**src/rtl/assert_macros.svh**
```systemverilog
// Assertion macros used by the RTL (included by jsu_rsp_queue).
`ifndef ASSERT_MACROS_SVH
`define ASSERT_MACROS_SVH

// Condition must hold in the same cycle as the trigger.
`define ASSERT_SAME(lbl, clk, rst, ante, cons) \
   lbl: assert property (@(posedge clk) disable iff (rst) (ante) |-> (cons)) \
      else $error("assertion failed");

// Condition must hold in the cycle after the trigger.
`define ASSERT_NEXT(lbl, clk, rst, ante, cons) \
   lbl: assert property (@(posedge clk) disable iff (rst) (ante) |=> (cons)) \
      else $error("assertion failed");

`endif

```
**src/rtl/jsu_pkg.sv**
```systemverilog
// Shared types and constants of the JSON string unescaper.
package jsu_pkg;

   localparam int LENGTH_BITS = 16;
   localparam int MAX_ITEMS   = 4;

   typedef logic [LENGTH_BITS-1:0] count_type;
   typedef logic [15:0]            len_type;
   typedef logic [2:0]             status_type;
   typedef logic [2:0]             nitem_type;

   localparam status_type ST_OK        = 3'd0;
   localparam status_type ST_BAD_HEX   = 3'd1;
   localparam status_type ST_BAD_SURR  = 3'd2;
   localparam status_type ST_BAD_ESC   = 3'd3;
   localparam status_type ST_NO_QUOTE  = 3'd4;
   localparam status_type ST_CTRL_CHAR = 3'd5;

   typedef struct packed {
      logic [7:0] out_byte;
      logic       byte_valid;
      logic       done_res;
      status_type status;
      len_type    string_length;
      logic       last;
   } rsp_item_type;

   typedef struct packed {
      nitem_type                     count;
      rsp_item_type [MAX_ITEMS-1:0]  items;
   } step_type;

endpackage

```
**src/rtl/json_string_unescape_utf8_core.sv**
```systemverilog
// Top level of the JSON string unescaper: request handshake, decoder, result queue.
//
//   channel | direction | handshake            | payload
//   req     | in        | req_valid/req_stall  | req_in_byte
//   rsp     | out       | rsp_valid/rsp_stall  | rsp_out_byte, rsp_byte_valid, rsp_done_res,
//           |           |                      | rsp_status, rsp_string_length, rsp_last
//
// A request is decoded in the cycle it is accepted; its results appear in the next cycle.
// A request giving k results holds the result queue until all k have left; the next
// request is taken in the cycle the last of them leaves, so 1 request per cycle for
// k <= 1 while rsp_stall is low. Requests that give no result do not occupy the queue.
// Reset clears parser state and the queue count; no clearing pass.
// rsp_stall holds the queue head; req_stall is high while the queue holds results, except as its last one leaves.
module json_string_unescape_utf8_core import jsu_pkg::*; (
   input  logic       clock,
   input  logic       reset,
   input  logic       req_valid,
   output logic       req_stall,
   input  logic [7:0] req_in_byte,
   output logic       rsp_valid,
   input  logic       rsp_stall,
   output logic [7:0] rsp_out_byte,
   output logic       rsp_byte_valid,
   output logic       rsp_done_res,
   output logic [2:0] rsp_status,
   output logic [15:0] rsp_string_length,
   output logic       rsp_last
);

   step_type     step;
   rsp_item_type head_item;
   logic         not_empty;
   logic         last_one;
   logic         req_accept;
   logic         rsp_pop;

   assign rsp_valid  = not_empty;
   assign rsp_pop    = not_empty && !rsp_stall;
   assign req_stall  = !(!not_empty || (last_one && !rsp_stall));
   assign req_accept = req_valid && !req_stall;

   jsu_decoder u_decoder (
      .clock   (clock),
      .reset   (reset),
      .accept  (req_accept),
      .in_byte (req_in_byte),
      .step    (step)
   );

   jsu_rsp_queue u_rsp_queue (
      .clock     (clock),
      .reset     (reset),
      .load      (req_accept),
      .step      (step),
      .pop       (rsp_pop),
      .not_empty (not_empty),
      .last_one  (last_one),
      .head_item (head_item)
   );

   assign rsp_out_byte      = head_item.out_byte;
   assign rsp_byte_valid    = head_item.byte_valid;
   assign rsp_done_res      = head_item.done_res;
   assign rsp_status        = head_item.status;
   assign rsp_string_length = head_item.string_length;
   assign rsp_last          = head_item.last;

endmodule

```
**src/rtl/jsu_decoder.sv**
```systemverilog
// Parser state and per-byte decode: escapes, \u hex, surrogates, UTF-8 encode.
module jsu_decoder import jsu_pkg::*; (
   input  logic       clock,
   input  logic       reset,
   input  logic       accept,
   input  logic [7:0] in_byte,
   output step_type   step
);

   localparam logic [3:0] M_IDLE   = 4'd0;
   localparam logic [3:0] M_STR    = 4'd1;
   localparam logic [3:0] M_ESC    = 4'd2;
   localparam logic [3:0] M_HEX1   = 4'd3;
   localparam logic [3:0] M_SUR_BS = 4'd4;
   localparam logic [3:0] M_SUR_U  = 4'd5;
   localparam logic [3:0] M_HEX2   = 4'd6;

   localparam logic [7:0] CH_QUOTE = 8'h22;
   localparam logic [7:0] CH_BSL   = 8'h5C;
   localparam logic [7:0] CH_SLASH = 8'h2F;
   localparam logic [7:0] CH_N     = 8'h6E;
   localparam logic [7:0] CH_B     = 8'h62;
   localparam logic [7:0] CH_F     = 8'h66;
   localparam logic [7:0] CH_R     = 8'h72;
   localparam logic [7:0] CH_T     = 8'h74;
   localparam logic [7:0] CH_U     = 8'h75;
   localparam logic [7:0] CH_NUL   = 8'h00;
   localparam logic [7:0] CH_SPACE = 8'h20;

   localparam logic [LENGTH_BITS:0] COUNT_MAX = {1'b0, {LENGTH_BITS{1'b1}}};

   logic [3:0]  mode_ff, mode_in;
   logic [1:0]  hex_cnt_ff, hex_cnt_in;
   logic [15:0] high_unit_ff, high_unit_in;
   logic [15:0] code_accum_ff, code_accum_in;
   count_type   byte_count_ff, byte_count_in;

   logic        hex_ok;
   logic [3:0]  hex_val;
   logic [15:0] accum_new;
   logic        do_enc;
   logic [20:0] code_pt;
   logic        fin;
   status_type  fin_status;
   nitem_type   emit_n;
   logic [3:0][7:0] ebytes;
   logic        clear_count;
   logic [LENGTH_BITS:0] count_sum;

   always_comb begin
      hex_ok  = 1'b1;
      hex_val = 4'd0;
      if (in_byte inside {[8'h30:8'h39]}) begin
         hex_val = 4'(in_byte - 8'h30);
      end else if (in_byte inside {[8'h41:8'h46]}) begin
         hex_val = 4'(in_byte - 8'h37);
      end else if (in_byte inside {[8'h61:8'h66]}) begin
         hex_val = 4'(in_byte - 8'h57);
      end else begin
         hex_ok = 1'b0;
      end
   end

   assign accum_new = {code_accum_ff[11:0], hex_val};

   always_comb begin
      mode_in       = mode_ff;
      hex_cnt_in    = hex_cnt_ff;
      high_unit_in  = high_unit_ff;
      code_accum_in = code_accum_ff;
      clear_count   = 1'b0;
      do_enc        = 1'b0;
      code_pt       = 21'd0;
      fin           = 1'b0;
      fin_status    = ST_OK;
      emit_n        = 3'd0;
      ebytes        = '0;

      case (mode_ff)
         M_STR: begin
            if (in_byte == CH_QUOTE) begin
               fin = 1'b1;
               fin_status = ST_OK;
            end else if (in_byte == CH_BSL) begin
               mode_in = M_ESC;
            end else if (in_byte == CH_NUL) begin
               fin = 1'b1;
               fin_status = ST_NO_QUOTE;
            end else if (in_byte < CH_SPACE) begin
               fin = 1'b1;
               fin_status = ST_CTRL_CHAR;
            end else begin
               emit_n = 3'd1;
               ebytes[0] = in_byte;
            end
         end
         M_ESC: begin
            mode_in = M_STR;
            emit_n  = 3'd1;
            case (in_byte)
               CH_QUOTE: ebytes[0] = 8'h22;
               CH_BSL:   ebytes[0] = 8'h5C;
               CH_SLASH: ebytes[0] = 8'h2F;
               CH_N:     ebytes[0] = 8'h0A;
               CH_B:     ebytes[0] = 8'h08;
               CH_F:     ebytes[0] = 8'h0C;
               CH_R:     ebytes[0] = 8'h0D;
               CH_T:     ebytes[0] = 8'h09;
               CH_U: begin
                  emit_n        = 3'd0;
                  mode_in       = M_HEX1;
                  hex_cnt_in    = 2'd0;
                  code_accum_in = 16'd0;
               end
               default: begin
                  emit_n     = 3'd0;
                  fin        = 1'b1;
                  fin_status = ST_BAD_ESC;
               end
            endcase
         end
         M_HEX1, M_HEX2: begin
            if (!hex_ok) begin
               fin        = 1'b1;
               fin_status = ST_BAD_HEX;
            end else begin
               code_accum_in = accum_new;
               if (hex_cnt_ff != 2'd3) begin
                  hex_cnt_in = hex_cnt_ff + 2'd1;
               end else begin
                  hex_cnt_in = 2'd0;
                  if (mode_ff == M_HEX1) begin
                     if (accum_new inside {[16'hD800:16'hDBFF]}) begin
                        high_unit_in = accum_new;
                        mode_in      = M_SUR_BS;
                     end else begin
                        mode_in = M_STR;
                        do_enc  = 1'b1;
                        code_pt = {5'd0, accum_new};
                     end
                  end else begin
                     if (accum_new inside {[16'hDC00:16'hDFFF]}) begin
                        mode_in = M_STR;
                        do_enc  = 1'b1;
                        code_pt = 21'h10000
                                + {1'b0, high_unit_ff[9:0], accum_new[9:0]};
                     end else begin
                        fin        = 1'b1;
                        fin_status = ST_BAD_SURR;
                     end
                  end
               end
            end
         end
         M_SUR_BS: begin
            if (in_byte == CH_BSL) begin
               mode_in = M_SUR_U;
            end else begin
               fin        = 1'b1;
               fin_status = ST_BAD_SURR;
            end
         end
         M_SUR_U: begin
            if (in_byte == CH_U) begin
               mode_in       = M_HEX2;
               hex_cnt_in    = 2'd0;
               code_accum_in = 16'd0;
            end else begin
               fin        = 1'b1;
               fin_status = ST_BAD_SURR;
            end
         end
         default: begin
            mode_in = M_IDLE;
            if (in_byte == CH_QUOTE) begin
               mode_in       = M_STR;
               clear_count   = 1'b1;
               hex_cnt_in    = 2'd0;
               code_accum_in = 16'd0;
               high_unit_in  = 16'd0;
            end
         end
      endcase

      if (do_enc) begin
         if (code_pt <= 21'h7F) begin
            emit_n    = 3'd1;
            ebytes[0] = code_pt[7:0];
         end else if (code_pt <= 21'h7FF) begin
            emit_n    = 3'd2;
            ebytes[0] = {3'b110, code_pt[10:6]};
            ebytes[1] = {2'b10, code_pt[5:0]};
         end else if (code_pt <= 21'hFFFF) begin
            emit_n    = 3'd3;
            ebytes[0] = {4'b1110, code_pt[15:12]};
            ebytes[1] = {2'b10, code_pt[11:6]};
            ebytes[2] = {2'b10, code_pt[5:0]};
         end else begin
            emit_n    = 3'd4;
            ebytes[0] = {5'b11110, code_pt[20:18]};
            ebytes[1] = {2'b10, code_pt[17:12]};
            ebytes[2] = {2'b10, code_pt[11:6]};
            ebytes[3] = {2'b10, code_pt[5:0]};
         end
      end

      if (fin) begin
         mode_in    = M_IDLE;
         hex_cnt_in = 2'd0;
      end
   end

   // Saturating byte count.
   assign count_sum = {1'b0, byte_count_ff} + (LENGTH_BITS+1)'(emit_n);

   always_comb begin
      if (clear_count) begin
         byte_count_in = '0;
      end else if (count_sum > COUNT_MAX) begin
         byte_count_in = COUNT_MAX[LENGTH_BITS-1:0];
      end else begin
         byte_count_in = count_sum[LENGTH_BITS-1:0];
      end
   end

   always_comb begin
      step.count = emit_n;
      step.items = '0;
      if (fin) begin
         step.count                  = 3'd1;
         step.items[0].done_res      = 1'b1;
         step.items[0].status        = fin_status;
         step.items[0].string_length = (fin_status == ST_OK) ?
                                       len_type'(byte_count_ff) : 16'd0;
         step.items[0].last          = 1'b1;
      end else begin
         for (int i = 0; i < MAX_ITEMS; i++) begin
            if (3'(i) < emit_n) begin
               step.items[i].out_byte   = ebytes[i];
               step.items[i].byte_valid = 1'b1;
               step.items[i].last       = (3'(i + 1) == emit_n);
            end
         end
      end
   end

   always_ff @(posedge clock) begin
      if (reset) begin
         mode_ff       <= M_IDLE;
         hex_cnt_ff    <= 2'd0;
         high_unit_ff  <= 16'd0;
         code_accum_ff <= 16'd0;
         byte_count_ff <= '0;
      end else if (accept) begin
         mode_ff       <= mode_in;
         hex_cnt_ff    <= hex_cnt_in;
         high_unit_ff  <= high_unit_in;
         code_accum_ff <= code_accum_in;
         byte_count_ff <= byte_count_in;
      end
   end

endmodule

```
**src/rtl/jsu_rsp_queue.sv**
```systemverilog
// Result register: holds the up to four results of one request and drains them in order.
module jsu_rsp_queue import jsu_pkg::*; (
   input  logic         clock,
   input  logic         reset,
   input  logic         load,
   input  step_type     step,
   input  logic         pop,
   output logic         not_empty,
   output logic         last_one,
   output rsp_item_type head_item
);

`include "assert_macros.svh"

   rsp_item_type [MAX_ITEMS-1:0] q_ff;
   nitem_type                    cnt_ff;
   logic [1:0]                   head_ff;

   assign not_empty = (cnt_ff != 3'd0);
   assign last_one  = (cnt_ff == 3'd1);
   assign head_item = q_ff[head_ff];

   always_ff @(posedge clock) begin
      if (reset) begin
         cnt_ff  <= 3'd0;
         head_ff <= 2'd0;
      end else if (load) begin
         cnt_ff  <= step.count;
         head_ff <= 2'd0;
      end else if (pop) begin
         cnt_ff  <= cnt_ff - 3'd1;
         head_ff <= head_ff + 2'd1;
      end
   end

   always_ff @(posedge clock) begin
      if (load) begin
         q_ff <= step.items;
      end
   end

   `ASSERT_SAME(a_load_when_free, clock, reset, load, (cnt_ff == 3'd0) || (last_one && pop))
   `ASSERT_SAME(a_fits, clock, reset, 1'b1, ({1'b0, head_ff} + cnt_ff) <= 3'd4)
   `ASSERT_SAME(a_tail_is_last, clock, reset, last_one, q_ff[head_ff].last)
   `ASSERT_NEXT(a_pop_count, clock, reset, pop && !load, cnt_ff == $past(cnt_ff) - 3'd1)

endmodule

```
**config.mk**
```make
export PLATFORM = sky130hd
export DESIGN_NAME = json_string_unescape_utf8_core
export DESIGN_NICKNAME = d
export VERILOG_FILES = /design/src/rtl/jsu_pkg.sv /design/src/rtl/json_string_unescape_utf8_core.sv /design/src/rtl/jsu_decoder.sv /design/src/rtl/jsu_rsp_queue.sv
export VERILOG_INCLUDE_DIRS = /design/src /design/src/rtl
export SDC_FILE = /design/constraint.sdc
export NUM_CORES = 1
export LEC_CHECK = 0
export BUFFER_PORTS_ARGS = -buffer_cell sky130_fd_sc_hd__buf_2
export CORE_ASPECT_RATIO = 0.75
export CORE_MARGIN = 4
export CORE_UTILIZATION = 63
export DETAILED_ROUTE_END_ITERATION = 10
export PLACE_DENSITY_LB_ADDON = 0.08
export SYNTH_ARGS = -nofsm -noshare
export SYNTH_HDL_FRONTEND = slang
export SYNTH_HIERARCHICAL = 1
export SYNTH_SLANG_ARGS = --single-unit
```
**constraint.sdc**
```tcl
create_clock -name clock -period 11.16 [get_ports clock]
set_clock_uncertainty 0.2 [all_clocks]
set_input_delay 2.232 -clock clock [delete_from_list [all_inputs] [get_ports clock]]
set_output_delay 2.232 -clock clock [all_outputs]
set_load 0.01 [all_outputs]
```
# --- After elaboration in Yosys (flattened, before gate mapping) ---
# Index checks and enable logic that the tools add are counted.
classes:
  addsub: 8
  n_lt_le_gt_ge: 20
  eq_ne: 35
  muxes: 107
  bitwise: 7
  n_reduce_logical: 41
ops:
  columns: ["op", "n"]
  rows:
  - ["$mux W21", 5]
  - ["$mux W16", 5]
  - ["$bmux W30 S2", 1]
  - ["$eq A8 B7 Y1 const B", 7]
  - ["$mux W8", 7]
  - ["$pmux W7 S8", 1]
  - ["$mux W3", 18]
  - ["$mux W4", 12]
  - ["$mux W10", 4]
  - ["$mux W12", 3]
  - ["$pmux W12 S3", 1]
  - ["$ge A16 B16 Y1 const B", 2]
  - ["$le A16 B16 Y1 const B", 2]
  - ["$mux W1", 30]
  - ["$mux W30", 1]
  - ["$mux W22", 1]
  - ["$add A17 B20 Y21 const A", 1]
  - ["$le A21 B11 Y1 const B", 1]
  - ["$le A21 B16 Y1 const B", 1]
  - ["$le A21 B7 Y1 const B", 1]
  - ["$mux W2", 10]
  - ["$mux W20", 1]
  - ["$pmux W10 S2", 1]
  - ["$pmux W4 S5", 1]
  - ["51 further kinds", 101]
totals:
  ff_bits: 109
  input_bits: 12
  output_inout_bits: 32

# --- Depth between registers and ports, before layout ---
# Gate-level depths: netlist (run 1).
depth:
  depth_word: 21
  ltp_mapped: 18
  depth_no_buf: 16

# --- Modules after synthesis ---
# Netlist (run 1), hierarchy kept.
modules_own_cells:
  columns: ["module", "instances", "cells_per_inst", "area_per_inst_um2", "seq_area_each_um2"]
  rows:
  - ["jsu_rsp_queue", 1, 188, 4660.7, 3703.6]
  - ["jsu_decoder", 1, 610, 4429.2, 860.8]
  - ["json_string_unescape_utf8_core", 1, 4, 26.3, 0.0]

# --- Worst setup path before layout (run 1) ---
# Ideal clock, no wire load.
synth_timing:
  path_kind: "input port to flip-flop"
  start: "input port rsp_stall"
  end: "register u_decoder.mode_ff[0]"
  arrival_time_ps: 9844
  required_time_ps: 10890
  setup_slack_ps: 1046
  path_stages: 7
  cell_sequence: "nand2b_1 -> a21boi_1 -> o21ai_0 -> a21oi_1 -> nand3_1 -> a41o_1 -> a21oi_1"
synth_via:
  elab_chain_len: 5
synth_lines:
  columns: ["item", "line_no", "source"]
  rows:
  - ["start: declaration", "json_string_unescape_utf8_core.sv:21", "input logic rsp_stall,"]
  - ["$logic_not A1 Y1", "json_string_unescape_utf8_core.sv:39", "assign req_stall = !(!not_empty || (last_one && !rsp_stall));"]
  - ["$logic_and A1 B1 Y1", "json_string_unescape_utf8_core.sv:39", null]
  - ["$logic_or A1 B1 Y1", "json_string_unescape_utf8_core.sv:39", null]
  - ["$logic_and A1 B1 Y1", "json_string_unescape_utf8_core.sv:40", "assign req_accept = req_valid && !req_stall;"]
  - ["named net req_accept", "json_string_unescape_utf8_core.sv:34", "logic req_accept;"]
  - ["$reduce_and A8 Y1 (no line)", null, null]
  - ["end signal: assignment", "jsu_decoder.sv:255", "mode_ff <= mode_in;"]
  - ["end: declaration", "jsu_decoder.sv:32", "logic [3:0] mode_ff, mode_in;"]
# The timed path passes the listed nets, and every way through them passes these cells.
# A chain may end at the register's enable or synchronous reset.

# --- Final worst setup path (run 1) ---
layout_timing:
  start: "input port req_in_byte[1]"
  end: "register u_decoder.byte_count_ff[5]"
layout_via:
  elab_chain_len: 21
  elab_cells_between_ends: 67
  classes_between: "add/sub: 5; order compare: 15; eq/ne: 8; mux: 32; reduce/logical: 7"
layout_lines:
  columns: ["item", "line_no", "source"]
  rows:
  - ["start: declaration", "json_string_unescape_utf8_core.sv:19", "input logic [7:0] req_in_byte,"]
  - ["$ge A8 B7 Y1 / $le A8 B7 Y1 (equally long branches)", "jsu_decoder.sv:57", "end else if (in_byte inside {[8'h61:8'h66]}) begin"]
  - ["$logic_and A1 B1 Y1", "jsu_decoder.sv:57", null]
  - ["$mux W4", "jsu_decoder.sv:57", null]
  - ["$mux W4", "jsu_decoder.sv:55", "end else if (in_byte inside {[8'h41:8'h46]}) begin"]
  - ["$mux W4", "jsu_decoder.sv:53", "if (in_byte inside {[8'h30:8'h39]}) begin"]
  - ["$ge A16 B16 Y1 (tied with other cells)", "jsu_decoder.sv:142", "if (accum_new inside {[16'hDC00:16'hDFFF]}) begin"]
  - ["$logic_and A1 B1 Y1 (on tied branches)", "jsu_decoder.sv:142, jsu_decoder.sv:133", null]
  - ["$mux W21 / $mux W16 (equally long branches)", "jsu_decoder.sv:142, jsu_decoder.sv:133", null]
  - ["[... 5 more ...]", null, null]
  - ["$mux W3", "jsu_decoder.sv:193", "end else if (code_pt <= 21'hFFFF) begin"]
  - ["$mux W3", "jsu_decoder.sv:189", "end else if (code_pt <= 21'h7FF) begin"]
  - ["$mux W3", "jsu_decoder.sv:186", "if (code_pt <= 21'h7F) begin"]
  - ["$mux W3", "jsu_decoder.sv:185", "if (do_enc) begin"]
  - ["$add A16 B3 Y17", "jsu_decoder.sv:214", "assign count_sum = {1'b0, byte_count_ff} + (LENGTH_BITS+1)'(emit_n);"]
  - ["$gt A17 B16 Y1", "jsu_decoder.sv:219", "end else if (count_sum > COUNT_MAX) begin"]
  - ["$mux W16", "jsu_decoder.sv:219", null]
  - ["$mux W16 *", "jsu_decoder.sv:217", "if (clear_count) begin"]
  - ["end signal: assignment", "jsu_decoder.sv:259", "byte_count_ff <= byte_count_in;"]
  - ["end: declaration", "jsu_decoder.sv:36", "count_type byte_count_ff, byte_count_in;"]
# Every way passes the cells marked *; elsewhere a longest branch is shown, timed or not.

==> flow_metrics.tcl, run 1 <==
set metrics [dict create \
    ys_seq_area_share_pct 50.1 \
    cts_tree "done" \
    drv_cap 0 \
    clkLatencyLatePin_ps 430 \
    p_leak_nw 3.47 \
    io_pins 44 \
    antenna_cells 0 \
    antenna_found_initial 0 \
    swShare_pct 29.3 \
    critPathKind "in2reg" \
    die_area_um2 16500 \
    worst-r2r-setup-slack_ps 4920 \
    end_kind "flip-flop" \
    cts_buffers 17 \
    yosys_warnings 6 \
    worstPathRequired_ps 11250 \
    synth_cell_types 87 \
    clock_path_buffers 2 \
    cp_max_fo 18 \
    wire_per_inst_um 21.2 \
    cts.sinks 168 \
    power.internal_mw 1.39 \
    critPathArrivalTime_ps 7920 \
    setup_tns_ps 0 \
    dieWidth_um 147 \
    power_per_cell_area_nw_per_um2 202 \
    die_h_um 112 \
    drtIter0Drc 769 \
    p_switching_mw 0.575 \
    start_util_pct 65.4 \
    min_period_ps 7830 \
    dp_hpwl_um 15200 \
    clk_pin_slew_ps 60 \
    grt_max_degree 69 \
    syn_area_per_cell_um2 11.4 \
    cts_hold_buf 0 \
    synth_area_leaders "edfxtp_1 40%, dfxtp_1 11%, mux4_2 6.7%" \
    slew_headroom_pct 13.6 \
    fp.coreArea_um2 13900 \
    drc 0 \
    rows 37 \
    crit_end "u_decoder/byte_count_ff[5]" \
    cts_resized 0 \
    layout.nets 845 \
    r2r-start "u_decoder/mode_ff[1]" \
    synth_ff_type "edfxtp_1" \
    synth_top_area_share_pct 39.5 \
    mostFrequentLayoutCells "120 x edfxtp_1, 63 x conb_1, 50 x nor2_1, 48 x nand2_1, 47 x dfxtp_1" \
    pwr-share-clk_pct 30.7 \
    start_kind "primary input" \
    hold_viol_final 0 \
    max_slew.worst_pin.slew_ps 1290 \
    areaGrowthSynthToFinish_pct 6.49 \
    seq_power_share_pct 46.4 \
    overflow 0 \
    outcome "finished, final reports clean" \
    hold_path.class "reg2reg" \
    final_common_cell "edfxtp_1" \
    drive_gt1_share_pct 15.0 \
    clock.fmax_mhz 128 \
    setup.worst_path.start "req_in_byte[1]" \
    antenna_left 0 \
    timing.final.crit_share_pct 70.2 \
    rsz0062_at_grt "false" \
    drt_pass1_iterations 6 \
    grt_pass1_vias 6145 \
    port_buffers 43 \
    reg2regPathDepth 13 \
    ys_seq_elements 168 \
    r2r-end "u_decoder/byte_count_ff[5]" \
    htreeDepth 4 \
    peakVddDrop_uv 150 \
    cts-root-buf "clkbuf_16" \
    p_total_mw 1.97 \
    vias_per_cell 6.32 \
    track_usage_pct 27.0 \
    setup_violations 0 \
    netlist_area_um2 9120 \
    yosys.area.top_type "edfxtp_1" \
    gp_congestion 0.988 \
    synth_edf_count 120 \
    cts_setup_buffers 0 \
    wl_um 21800 \
    syn_inst 802 \
    via_count 6495 \
    p_comb_share_pct 22.9 \
    final_max_slew_viol_count 0 \
    grt_pass1_wl_um 34700 \
    synthArstFlopShare_pct 0 \
]
-- kinds of logic after synthesis --
group	after synthesis	share of synthesized area (%)
other	1	0.0411
and+or+nand+nor	248	14.5
adders and majority gates	14	2.00
muxes	31	7.66
xor gates and xnor gates	6	0.577
AOI/OAI and AO/OA	199	15.9
buffers and inverters	135	9.24
DFF	168	50.1
-- worst min path at each step --
stage | from | to | slack, ps | depth (start not counted)
2_1_floorplan | u_decoder/high_unit_ff[2] | u_decoder/high_unit_ff[2] | 250 | 1
6_report | u_decoder/high_unit_ff[0] | u_decoder/high_unit_ff[0] | 300 | 1
3_5_place_dp | u_decoder/high_unit_ff[0] | u_decoder/high_unit_ff[0] | 280 | 1
3_3_place_gp | u_decoder/high_unit_ff[0] | u_decoder/high_unit_ff[0] | 280 | 1
4_1_cts | u_decoder/high_unit_ff[0] | u_decoder/high_unit_ff[0] | 300 | 1
5_1_grt | u_decoder/byte_count_ff[2] | u_decoder/byte_count_ff[2] | 340 | 2
-- sequential cells by signal, summed over array words and instances, names as in the netlist --
signal	count
u_rsp_queue/head_ff	2
u_decoder/code_accum_ff	12
u_rsp_queue/cnt_ff	3
u_decoder/byte_count_ff	16
u_decoder/mode_ff	3
u_rsp_queue/q_ff	120
u_decoder/high_unit_ff	10
u_decoder/hex_cnt_ff	2
-- per-stage QoR --
stage	setup slack (ps)	util [%]	hold slack, ps	cells	area [um2]
floorplan	1050	-	249	864	9350
detailed placement	3130	65.3	281	995	9110
global route	2760	69.7	338	1027	9710
global placement	3490	65.3	275	995	9110
finish	3330	69.7	304	1027	9710
CTS	3530	69.7	302	1027	9710
-- power groups by stage --
stage / logic [mW] / clock network, mW / registers (mW)
2_1_floorplan: 0.363 / 0 / 0.921
3_3_place_gp: 0.436 / 0 / 0.912
3_5_place_dp: 0.445 / 0 / 0.926
4_1_cts: 0.450 / 0.611 / 0.914
5_1_grt: 0.486 / 0.641 / 0.928
6_report: 0.450 / 0.603 / 0.912
-- layer usage --
metal,wire length (um),vias up,global-route usage (%),share of wire (%)
met5,0,-,0,0
met2,9430,308,39.0,43
li1,-,2981,-,-
met3,1980,28,5.81,9.1
met4,280,0,6.77,1.3
met1,10100,3178,41.8,46
-- Yosys cell counts, drive strengths merged, types with 5 or more instances --
master	count
clkbuf	22
a22oi	14
dfxtp	48
o221ai	5
a21oi	38
and4b	6
and3	6
a22o	8
o31ai	8
ha	13
nand3	29
nand2b	14
mux4	30
a31oi	14
nor4	6
nor2	50
nand2	48
o21ai	31
buf	91
o211ai	9
and2	30
a21o	7
nand4	16
edfxtp	120
a211oi	14
a2111oi	5
nor3	14
nor2b	7
inv	22
-- worst max-delay path: stages --
cell	delay, ps
buf_2	140
inv_1	110
ha_1	250
o21bai_1	160
a211oi_4	500
o21ai_4	180
nor2b_1	1010
nor3_1	260
nor3_1	360
ha_1	260
fa_1	230
a21oi_1	190
nor4_1	550
nand2_1	170
nor2_1	630
o21ai_0	210
a2111oi_0	470
-- layout make-up --
| type | count | area [um2] |
|---|---|---|
| flip-flops and latches | 168 | 4570 |
| fillers | 1006 | 4230 |
| multi-input cells | 561 | 3950 |
| clock buffers | 18 | 429 |
| repair buffers | 49 | 260 |
| well taps | 195 | 244 |
| clock inverters | 14 | 173 |
| inverters | 22 | 82.6 |
(Power assumes the default switching activity.)
==> run 2: changes to the inputs <==
- clock period: 11.16 -> 7.6 ns (I/O delays scaled with it)
==> flow_metrics.tcl, run 2 (synthesized netlist as in run 1, its figures left out) <==
set metrics [dict create \
    grt_pass1_vias 6171 \
    worst-r2r-setup-slack_ps 1870 \
    htreeDepth 4 \
    slew_headroom_pct 31.2 \
    clkLatencyLatePin_ps 420 \
    critPathKind "in2reg" \
    grtUsageMet1_pct 41.4 \
    top_register "u_rsp_queue/q_ff" \
    worstHoldPathCells 2 \
    track_usage_pct 27.0 \
    cp_top_family "simple AND/OR/NAND/NOR gates" \
    port_buffers 43 \
    grt_busiest_layer "met1" \
    critPathSlowestCell "o311ai_0" \
    cp_max_fo 12 \
    hold_path.class "reg2reg" \
    drtIter0Drc 1006 \
    drc 0 \
    cts_hold_buf 0 \
    die_area_um2 16500 \
    timing.final.crit_share_pct 88.0 \
    layout.nets 848 \
    setup_tns_ps 0 \
    antenna_cells 0 \
    rows 37 \
    clock_path_buffers 2 \
    place_ws_ps 735 \
    drt_pass1_iterations 6 \
    gr-usage-met2_pct 38.0 \
    overflow 0 \
    areaGrowthSynthToFinish_pct 6.55 \
    fp.coreArea_um2 13900 \
    cts_buffers 17 \
    setup_ws_ps 909 \
    fin_util_pct 69.7 \
    critPathBufInv 2 \
    grt_max_degree 82 \
    dp_hpwl_um 15400 \
    antenna_left 0 \
    grt_util_met3_pct 5.89 \
    reg2regPathDepth 14 \
    end_kind "flip-flop" \
    wl_um 21800 \
    cts_setup_buffers 0 \
    grt_pass1_wl_um 34500 \
    slowest_delay_ps 620 \
    fillers 1001 \
    cts-root-buf "clkbuf_16" \
    p_total_mw 2.85 \
    start_kind "primary input" \
    gp_congestion 0.976 \
    final_max_slew_viol_count 0 \
    p_leak_nw 3.49 \
    mostFrequentLayoutCells "120 x edfxtp_1, 63 x conb_1, 50 x nor2_1, 48 x nand2_1, 47 x dfxtp_1" \
    drive_gt1_share_pct 15.8 \
    setup_violations 0 \
    dieWidth_um 147 \
    reg_top3 "u_rsp_queue/q_ff x120, u_decoder/byte_count_ff x16, u_decoder/code_accum_ff x12" \
    power_per_cell_area_nw_per_um2 293 \
    hold_start "u_decoder/high_unit_ff[7]" \
    critPathArrivalTime_ps 6780 \
    clock.fmax_mhz 149 \
    drv_cap 0 \
    max_slew.worst_pin.slew_ps 1020 \
    place_area_um2 9130 \
    start_util_pct 65.4 \
    vias_per_cell 6.36 \
    cts_tree "done" \
    clk_pin_slew_ps 70 \
    die_h_um 112 \
    min_period_ps 6690 \
    path_cells "buf_2 -> inv_1 -> ha_1 -> o311ai_0 -> nand2_1 -> a31oi_1 -> nor2_1 -> nor3_1 -> ha_1 -> fa_1 -> a21oi_1 -> nor4_1 -> nand2_1 -> nor2_1 -> o21ai_0 -> a2111oi_0" \
    outcome "finished, final reports clean" \
    wire_per_inst_um 21.2 \
    hold_end "u_decoder/high_unit_ff[7]" \
    rsz0062_at_grt "false" \
    io_pins 44 \
    final_common_cell "edfxtp_1" \
    antenna_found_initial 0 \
    r2r-start "u_decoder/mode_ff[1]" \
    cts.sinks 168 \
    worstPathRequired_ps 7690 \
    r2r-end "u_decoder/byte_count_ff[9]" \
    cts_resized 0 \
    design_area_um2 9710 \
    hold_viol_final 0 \
    peakVddDrop_uv 194 \
    largest_register_ffs 120 \
    via_count 6550 \
]
## run 2: cell count changes in the layout (fill, tap and decap cells not counted), sizes merged
cell / delta
buf: +3
bufinv: -2
clkbuf: -1
clkinv: +1
clkinvlp: -2
inv: +4
## run 2: worst reg2reg max path: stages, from the launching register on
cell       delay, ps
dfxtp_1          750
and3b_1          480
o21ai_0          160
o221a_2          320
a31oi_2          590
nor2_1           130
nor3_1           280
ha_1             250
fa_1             220
a21oi_1          180
nor4_1           570
nand2_1          190
nor2_1           610
o21ai_0          190
a2111oi_0        470
## run 2: worst max path at each step
stage / from / endpoint / slack [ps] / cells past startpoint
2_1_floorplan: rsp_stall / u_decoder/mode_ff[0] / 1070 / 7
3_3_place_gp: req_in_byte[1] / u_decoder/byte_count_ff[5] / 1090 / 16
3_5_place_dp: req_in_byte[1] / u_decoder/byte_count_ff[9] / 730 / 16
4_1_cts: req_in_byte[1] / u_decoder/byte_count_ff[9] / 1080 / 16
5_1_grt: req_in_byte[0] / u_decoder/byte_count_ff[9] / 520 / 17
6_report: req_in_byte[1] / u_decoder/byte_count_ff[9] / 910 / 16
## run 2: metrics by stage
stage,instances,hold slack [ps]
floorplan,864,249
global placement,998,272
detailed placement,998,284
CTS,1030,297
global route,1030,326
finish,1030,293
## run 2: power by group
group	switching (mW)	total [mW]	internal, mW
clock network	0.381	0.847	0.466
registers	0.0745	1.33	1.25
logic	0.403	0.673	0.270
## run 2: routing by layer
metal | routed length (um) | share of wire (%)
met3 | 1920 | 8.8
met5 | 0 | 0
met2 | 9380 | 43
met4 | 461 | 2.1
met1 | 10100 | 46
## run 2: cell type report
cell class | count | area, um2 | share of cell area (%)
Clock buffer | 17 | 425 | 4.38
Clock inverter | 15 | 159 | 1.64
Inverter | 22 | 82.6 | 0.850
Multi-Input combinational cell | 561 | 3950 | 40.7
Sequential cell | 168 | 4570 | 47.0
Tap cell | 195 | 244 | 2.51
Timing Repair Buffer | 52 | 283 | 2.91
==> run 3: changes to the inputs <==
- PLACE_DENSITY: unset -> 0.82
- PLACE_DENSITY_LB_ADDON: 0.08 -> unset
==> flow_metrics.tcl, run 3 (synthesized netlist as in run 1, its figures left out) <==
set metrics [dict create \
    cts-root-buf "clkbuf_16" \
    critPathBufInv 2 \
    rows 37 \
    drv_cap 0 \
    top_register "u_rsp_queue/q_ff" \
    setup_ws_ps 1240 \
    slew_headroom_pct 28.7 \
    antenna_cells 0 \
    cts_setup_buffers 0 \
    final_max_slew_viol_count 0 \
    gp_congestion 0.947 \
    vias_per_cell 6.48 \
    clock.fmax_mhz 157 \
    htreeDepth 4 \
    min_period_ps 6360 \
    setup_tns_ps 0 \
    overflow 0 \
    largest_register_ffs 120 \
    start_util_pct 65.4 \
    dieWidth_um 147 \
    cts_tree "done" \
    grt_max_degree 94 \
    rsz0062_at_grt "false" \
    cts_resized 0 \
    outcome "finished, final reports clean" \
    drtIter0Drc 849 \
    cts_buffers 17 \
    clock_path_buffers 2 \
    path_cells "buf_2 -> inv_1 -> ha_1 -> o21bai_1 -> a211o_1 -> nand2_1 -> a31oi_1 -> nor2_1 -> nor3_1 -> ha_1 -> fa_1 -> a21oi_1 -> nor4_1 -> nand2_1 -> nor2_1 -> o21ai_0 -> a2111oi_0" \
    die_h_um 112 \
    reg_top3 "u_rsp_queue/q_ff x120, u_decoder/byte_count_ff x16, u_decoder/code_accum_ff x12" \
    antenna_found_initial 0 \
    die_area_um2 16500 \
    clk_pin_slew_ps 80 \
    drc 0 \
    antenna_left 0 \
    drive_gt1_share_pct 15.7 \
    worstPathRequired_ps 7700 \
    end_kind "flip-flop" \
    slowest_delay_ps 630 \
    wl_um 22800 \
    cp_top_family "simple AND/OR/NAND/NOR gates" \
    critPathKind "in2reg" \
    layout.nets 848 \
    p_leak_nw 3.47 \
    grt_pass1_wl_um 36000 \
    power_per_cell_area_nw_per_um2 296 \
    final_common_cell "edfxtp_1" \
    grt_pass1_vias 6485 \
    setup_violations 0 \
    dp_hpwl_um 15600 \
    cts.sinks 168 \
    timing.final.crit_share_pct 83.7 \
    io_pins 44 \
    drt_pass1_iterations 5 \
    hold_viol_final 0 \
    areaGrowthSynthToFinish_pct 6.59 \
    via_count 6674 \
    fp.coreArea_um2 13900 \
    start_kind "primary input" \
    port_buffers 43 \
    cts_hold_buf 0 \
    clkLatencyLatePin_ps 430 \
    hold_path.class "reg2reg" \
    wire_per_inst_um 22.1 \
    worst-r2r-setup-slack_ps 1950 \
    peakVddDrop_uv 212 \
    critPathArrivalTime_ps 6460 \
    critPathSlowestCell "nor4_1" \
    place_ws_ps 995 \
    mostFrequentLayoutCells "120 x edfxtp_1, 63 x conb_1, 50 x nor2_1, 48 x nand2_1, 47 x dfxtp_1" \
    max_slew.worst_pin.slew_ps 1060 \
    cp_max_fo 12 \
    track_usage_pct 28.1 \
]
## run 3: cell types whose count changed in the layout (fill, tap and decap cells not counted), sizes merged
cell	delta
clkinv	-3
inv	-2
clkbuf	+1
clkinvlp	+4
## run 3: per-layer routing
layer / global-route usage (%) / vias up / wire [um] / share of wire, %
met5: 0 / - / 0 / 0
met1: 40.3 / 3280 / 9930 / 44
met4: 10.6 / 0 / 599 / 2.6
met3: 5.29 / 54 / 1720 / 7.5
met2: 43.2 / 342 / 10500 / 46
li1: - / 2998 / - / -
## run 3: path summary, 6_finish.rpt
| check | startpoint | endpoint | cells after the start |
|---|---|---|---|
| hold / removal | u_decoder/high_unit_ff[3] | u_decoder/high_unit_ff[3] | 1 |
| setup reg to reg | u_decoder/mode_ff[0] | u_decoder/byte_count_ff[5] | 15 |
| setup / recovery | req_in_byte[1] | u_decoder/byte_count_ff[5] | 17 |
| hold reg to reg | u_decoder/high_unit_ff[3] | u_decoder/high_unit_ff[3] | 1 |
## run 3: cell type report
type / instances / area (um2)
sequential: 168 / 4570
clock inverter: 14 / 159
timing repair buffer: 52 / 283
inverter: 22 / 82.6
multi-input combinational: 561 / 3950
fill: 1037 / 4220
tap: 195 / 244
clock buffer: 18 / 429
## run 3: through the flow
step	utilization, %	cells	hold WS (ps)	power, mW	instance area, um2
2_1_floorplan	-	864	249	1.86	9350
3_3_place_gp	65.5	998	267	1.98	9130
3_5_place_dp	65.5	998	268	2.03	9130
4_1_cts	69.7	1030	290	2.88	9720
5_1_grt	69.7	1030	326	3.00	9720
6_report	69.7	1030	295	2.87	9720
## run 3: worst register-to-register path, stage by stage, from the launching register on
cell,delay [ps]
dfxtp_1,720
inv_1,320
nor3_1,740
nand2_1,130
a21oi_1,160
buf_4,160
nor3_1,120
nor3_1,300
ha_1,240
fa_1,230
a21oi_1,180
nor4_1,630
nand2_1,220
nor2_1,580
o21ai_0,190
a2111oi_0,410
## run 3: power by group
group	internal [mW]	switching, mW	total (mW)
Clock	0.465	0.392	0.858
Sequential	1.25	0.0760	1.33
Combinational	0.270	0.415	0.685
Total	1.99	0.883	2.87
